**src/design/vector_length_rescale_unit_macros.svh**
```systemverilog
// Assertion macros shared by the vector length rescale unit
`ifndef VECTOR_LENGTH_RESCALE_UNIT_MACROS_SVH
`define VECTOR_LENGTH_RESCALE_UNIT_MACROS_SVH

// Same-cycle implication, disabled during reset
`define VLR_ASSERT_NOW(label, clk, rst_n, ante, cons) \
	label: assert property (@(posedge clk) disable iff (!rst_n) (ante) |-> (cons)) \
		else $error("vlr check failed");

// Next-cycle implication, disabled during reset
`define VLR_ASSERT_NEXT(label, clk, rst_n, ante, cons) \
	label: assert property (@(posedge clk) disable iff (!rst_n) (ante) |=> (cons)) \
		else $error("vlr check failed");

`endif

```
**src/design/vlr_pkg.sv**
```systemverilog
// Shared types and constants of the vector length rescale unit
package vlr_pkg;

	localparam int FRAC_BITS_DEF  = 16;
	localparam int COORD_BITS_DEF = 32;
	localparam int WIDE_W         = 49;
	localparam int CFG_W          = 16;
	localparam int LANE_EXTRA     = 5;
	localparam logic [CFG_W-1:0] RESCALE_MIN_RST = 16'd7;
	localparam logic [CFG_W-1:0] NORM_MIN_RST    = 16'd1;

	typedef enum logic [2:0] {
		CMD_RESCALE      = 3'd0,
		CMD_SAFE_RESCALE = 3'd1,
		CMD_NORMALIZE    = 3'd2,
		CMD_CROSS        = 3'd3,
		CMD_LENGTH       = 3'd4,
		CMD_DISTANCE     = 3'd5,
		CMD_DIRECTION    = 3'd6,
		CMD_DOT          = 3'd7
	} cmd_t;

	typedef enum logic [0:0] {
		REG_RESCALE_MIN = 1'b0,
		REG_NORM_MIN    = 1'b1
	} cfg_idx_t;

	// Per-item control handed to each divide lane
	typedef struct packed {
		logic zero;
		logic pass;
		logic scale;
	} lane_ctl_t;

endpackage

```
**src/design/vlr_sqrt.sv**
```systemverilog
// Pipelined integer square root, one result bit per stage
module vlr_sqrt import vlr_pkg::*; #(
	parameter int COORD_BITS = COORD_BITS_DEF
) (
	input  logic                      clk,
	input  logic [2*COORD_BITS-1:0]   rad,
	output logic [COORD_BITS-1:0]     root
);

	localparam int CW = COORD_BITS;
	localparam int PW = 2 * COORD_BITS;

	logic [CW+1:0] rem_s  [0:CW-1];
	logic [CW-1:0] root_s [0:CW-1];
	logic [PW-1:0] rad_s  [0:CW-1];

	genvar k;
	generate
		for (k = 0; k < CW; k++) begin : g_step
			logic [CW+1:0] rem_in;
			logic [CW-1:0] root_in;
			logic [PW-1:0] rad_in;
			logic [CW+1:0] r4;
			logic [CW+1:0] trial;
			logic          ge;

			// previous stage, or the radicand with a clear remainder
			always_comb begin
				if (k == 0) begin
					rem_in  = '0;
					root_in = '0;
					rad_in  = rad;
				end else begin
					rem_in  = rem_s[k-1];
					root_in = root_s[k-1];
					rad_in  = rad_s[k-1];
				end
				r4    = {rem_in[CW-1:0], rad_in[PW-1:PW-2]};
				trial = {root_in, 2'b01};
				ge    = (r4 >= trial);
			end

			always_ff @(posedge clk) begin
				rem_s[k]  <= ge ? (r4 - trial) : r4;
				root_s[k] <= {root_in[CW-2:0], ge};
				rad_s[k]  <= rad_in << 2;
			end
		end
	endgenerate

	assign root = root_s[CW-1];

endmodule

```
**config.mk**
```make
export PLATFORM = sky130hd
export DESIGN_NAME = vlr_sqrt
export DESIGN_NICKNAME = d
export VERILOG_FILES = /design/src/design/vector_length_rescale_unit_macros.svh /design/src/design/vlr_pkg.sv /design/src/design/vlr_sqrt.sv
export SDC_FILE = /design/constraint.sdc
export NUM_CORES = 2
export LEC_CHECK = 0
export BUFFER_PORTS_ARGS = -buffer_cell sky130_fd_sc_hd__buf_2
export CORE_ASPECT_RATIO = 0.75
export CORE_MARGIN = 2
export CORE_UTILIZATION = 30
export DETAILED_ROUTE_END_ITERATION = 12
export GPL_TIMING_DRIVEN = 0
export PLACE_DENSITY = 0.48
export SLEW_MARGIN = 10
export SYNTH_ARGS = -nofsm -noshare
export SYNTH_HDL_FRONTEND = slang
export SYNTH_MEMORY_MAX_BITS = 65536
export SYNTH_SLANG_ARGS = --single-unit
export TNS_END_PERCENT = 5
```
**constraint.sdc**
```tcl
create_clock -name clk -period 7.5 [get_ports clk]
set_clock_uncertainty 0.15 [all_clocks]
set_input_delay 0.375 -clock clk [delete_from_list [all_inputs] [get_ports clk]]
set_output_delay 0.375 -clock clk [all_outputs]
set_load 0.02 [all_outputs]
```
# == Yosys cells after proc, flatten, opt, wreduce, memory -nomap -nowiden ==
# Memories as Yosys holds them, arrays and structs flattened.
# Cells that the tools add are included.
# op_classes
magnitude_cmp,32
n_addsub,32
n_mux,32
# op_table
cell,n
$mux W34,32
$ge A34 B34 Y1,31
$sub A34 B34 Y34,31
$sub A2 B1 Y3 const B,1
$ge A2 B1 Y1 const B,1
# word_totals
in_bits,65
mem_bits_rw,4096
wordCells,99
memories,3
out_inout_bits,32
register_bits,0
# memory_table
name,depth,width,rd,rd_clocked_by_memory_dff,wr,line,source
rad_s,32,62,31,0,32,vlr_sqrt.sv:15,logic [PW-1:0] rad_s [0:CW-1];
rem_s,32,34,31,0,32,vlr_sqrt.sv:13,logic [CW+1:0] rem_s [0:CW-1];
root_s,32,32,32,0,32,vlr_sqrt.sv:14,logic [CW-1:0] root_s [0:CW-1];

# == Logic depth before layout (Yosys ltp) ==
# An unclocked memory read counts as a cell.
# logic_depth
depth_word,3
ltp_mapped,15
depth_no_buf,12

# == Worst setup path before layout ==
# OpenSTA, ideal clock, no wires.
# synth_path
path_type,register -> register
start,memory root_s[19][0] in the netlist's numbering
end,memory rem_s[1][145] in the netlist's numbering
required_time_ns,7.236
arrival_ns,2.910
synth_period_minus_slack_ns,3.174
path_buffers,1
path_slack_ns,4.326
setup_ns,0.114
path_stages_with_launch,13
cell_sequence,dfxtp_1 -> inv_1 -> ha_1 -> nor2b_1 -> o31a_1 -> o41a_1 -> o21a_1 -> o31ai_1 -> a32oi_1 -> nor2_1 -> buf_2 -> a211oi_1 -> a21o_1
# synth_lines
element,line
from (decl),vlr_sqrt.sv:14
to (decl),vlr_sqrt.sv:13

==> flow_summary.ini <==
[placement]
port_buffers = 96
hpwl_um = 168500
place.gp.congestion = 0.8646
dpl_cell_area_sq_um = 96140

[finish]
final_area_sq_um = 105900
layout-drive-gt1-share = 0.07188
area_delta_synth_final_pct = 16.82
nets = 10090

[worst_hold_path]
hp-class = in -> reg

[global_routing]
grt_pass1_wl_um = 343500
track_usage = 0.1393
grt_max_degree = 20
antenna_found_initial = 12
grt_pass1_vias = 62230
grt_overflow = 0

[sta]
hold_viol = 0
worst_pin_slew_ns = 1.225
fin_crit_ns = 5.071
period_share = 0.6761
max_freq_mhz = 197.2
finalMaxSlewViolations = 0
setup_violations = 0
rsz0062_at_grt = false
relSlewSlack = 0.1728
fin_setup_tns_ns = 0

[setup_path]
arrival_ns = 5.64
crit_type = reg -> reg
critPathRequiredTime_ns = 8.07
cp-end-kind = flip-flop
max_stage_delay_ns = 0.70
crit_fanout = 10
worstPathCellList = inv_1, ha_1, clkbuf_1, nand2_1, nor2_1, o2111ai_1, nand3_1, a21o_1, nand2_1, inv_2, buf_1, clkbuf_1, a21oi_1
cp-start-kind = flip-flop
cp_slowest_cell = buf_1

[clocking]
cts_tree = built
insertion_delay_ns = 0.92
h-tree-depth = 4
clk_pin_slew_ns = 0.06
postCtsSetupRepairBufs = 0
clkSinkCount = 2465
root_buffer = clkbuf_16
clockBufferDepth = 4
cts_resized = 0
cts_buffers = 242

[detailed_routing]
vias = 63160
wire_per_inst_um = 15.99
drcViolationCount = 0
firstDrtPassIters = 6
drt_first_iter_violations = 3891
via_per_inst = 4.638
ant_nets = 0
routed_wl_um = 217800

[run_status]
outcome = finished clean

[yosys]
synthAdderAreaFrac = 0.07740
yosys-top-cells-area = dfxtp_1 (54%), ha_1 (7.7%), xnor2_1 (3.8%), xor2_1 (3.7%), a21oi_1 (3.3%)
yosysTopAreaCellShare = 0.5441
postSynthCellCount = 8992
synth_top_family_by_area = simple AND/OR/NAND/NOR gates
netlist_area_sq_um = 90690
synth_edf_count = 0
synth_top_cell_by_area = dfxtp_1
synth_nets = 9618
synth_flop_cell = dfxtp_1
synth-warning-count = 0
synthMuxAreaShare = 0.01158
synth-simple-area-share = 0.1282
synth-xor-area-share = 0.07514
synth_compound_area_frac = 0.1265
ys_async_sr_fraction = 0
avgSynthCellArea_sq_um = 10.09
ys_seq_area_frac = 0.5441
yosys-top-cells-count = dfxtp_1 (2465), inv_1 (713), nand2_1 (606), a21oi_1 (602), nor2_1 (586)
synth_most_common_cell = dfxtp_1
ys_types = 90
ys_ff_latch = 2465

[floorplanning]
start_util = 0.3021
die_w_um = 638.9
pin_count = 97
die_h_um = 480.2
core_area_sq_um = 300200
row_count = 174
die_area_sq_um = 306800

[flow_run]
cap_violations = 0

[power_and_ir_drop]
power.density_nw_per_um2 = 343.3
leakagePower_nw = 49.09
power_mw = 36.37
vdd.ir_drop.worst_v = 0.0001875
[layout by cell type, fill, tap and decap left out, types with 111 or more instances in the layout]
cell,netlist,layout
inv_1,713,713
nand4_1,111,111
xor2_1,381,381
nand3_1,152,152
a21o_1,254,254
o21a_1,115,115
nor2_1,586,586
nand2b_1,123,123
xnor2_1,397,397
nand2_1,606,606
clkbuf_16,0,245
ha_1,561,561
a21oi_1,602,601
dfxtp_1,2465,2465
dlygate4sd3_1,0,128
nor4_1,124,122
nor3_1,201,201
o21ai_0,449,449
clkbuf_1,139,165
[sequential cells by signal (all words and copies together) (netlist names)]
signal / flops
rem_s: 945
rad_s: 992
root_s: 528
[logic make-up (layout without fill, tap and decap cells)]
logic type,Yosys count,in the layout
mux,94,94
other cells,1,4
buf+inv,887,1550
simple gates,2352,2352
xor+xnor,778,778
fa+ha+maj,561,561
compound gates,1854,1854
flops,2465,2465
[layout make-up]
| class | count | area, sq um |
|---|---|---|
| Clock inverter | 124 | 1685 |
| Fill cell | 30130 | 194300 |
| Multi-Input combinational cell | 5640 | 38000 |
| Timing Repair Buffer | 225 | 1769 |
| Sequential cell | 2465 | 49350 |
| Clock buffer | 314 | 6820 |
| Antenna cell | 3 | 7.507 |
| Tap cell | 3960 | 4955 |
| Inverter | 719 | 2699 |
| Buffer | 168 | 659.4 |
[report_power, final]
part | total, mW | internal [mW] | switching (mW)
clock network | 12.7 | 7.61 | 5.12
logic | 6.72 | 2.83 | 3.89
registers | 16.9 | 15.3 | 1.61
[metal layers]
metal / track usage / part of all wire / vias to the layer above
met5: 0 / 0.000046 / -
met4: 0.03757 / 0.024 / 2
met3: 0.02537 / 0.055 / 340
met2: 0.2089 / 0.41 / 1355
met1: 0.2032 / 0.51 / 29680
li1: - / - / 31780
[path summary, 6_finish.rpt]
check                                     from             to  slack, ns  cells after the start
worst max register to register  root_s[28][15]  rem_s[1][460]       2.43                     13
worst min register to register   rad_s[0][330]  rad_s[0][394]       0.11                      0
worst min-delay path                   rad[36]   rad_s[0][36]       0.07                      2
worst max-delay path            root_s[28][15]  rem_s[1][460]       2.43                     13
[stage by stage]
step / instances / hold WS (ns) / utilization / worst slack, ns
after floorplan: 8992 / 0.1596 / - / 4.326
after global placement: 13050 / 0.1595 / 0.3202 / 2.524
after detailed placement: 13050 / 0.1621 / 0.3202 / 2.621
after CTS: 13620 / 0.01355 / 0.3528 / 2.587
after global routing: 13620 / 0.02179 / 0.3529 / 2.197
final: 13620 / 0.06923 / 0.3529 / 2.429
[timing repair]
action,CTS,global route
hold endpoints to repair,65,0
endpoints found under the setup margin,0,0
hold buffers,128,0
[critical path: cells and delay by family, from the launching register on]
kind	cells	cell delay, ns
adder cells (fa/ha/maj)	1	0.26
AO/OA/AOI/OAI	3	0.64
buffers and inverters	5	2.13
AND/OR/NAND/NOR	4	1.37
flip-flops	1	0.34
Power figures use the tool's default switching activity.
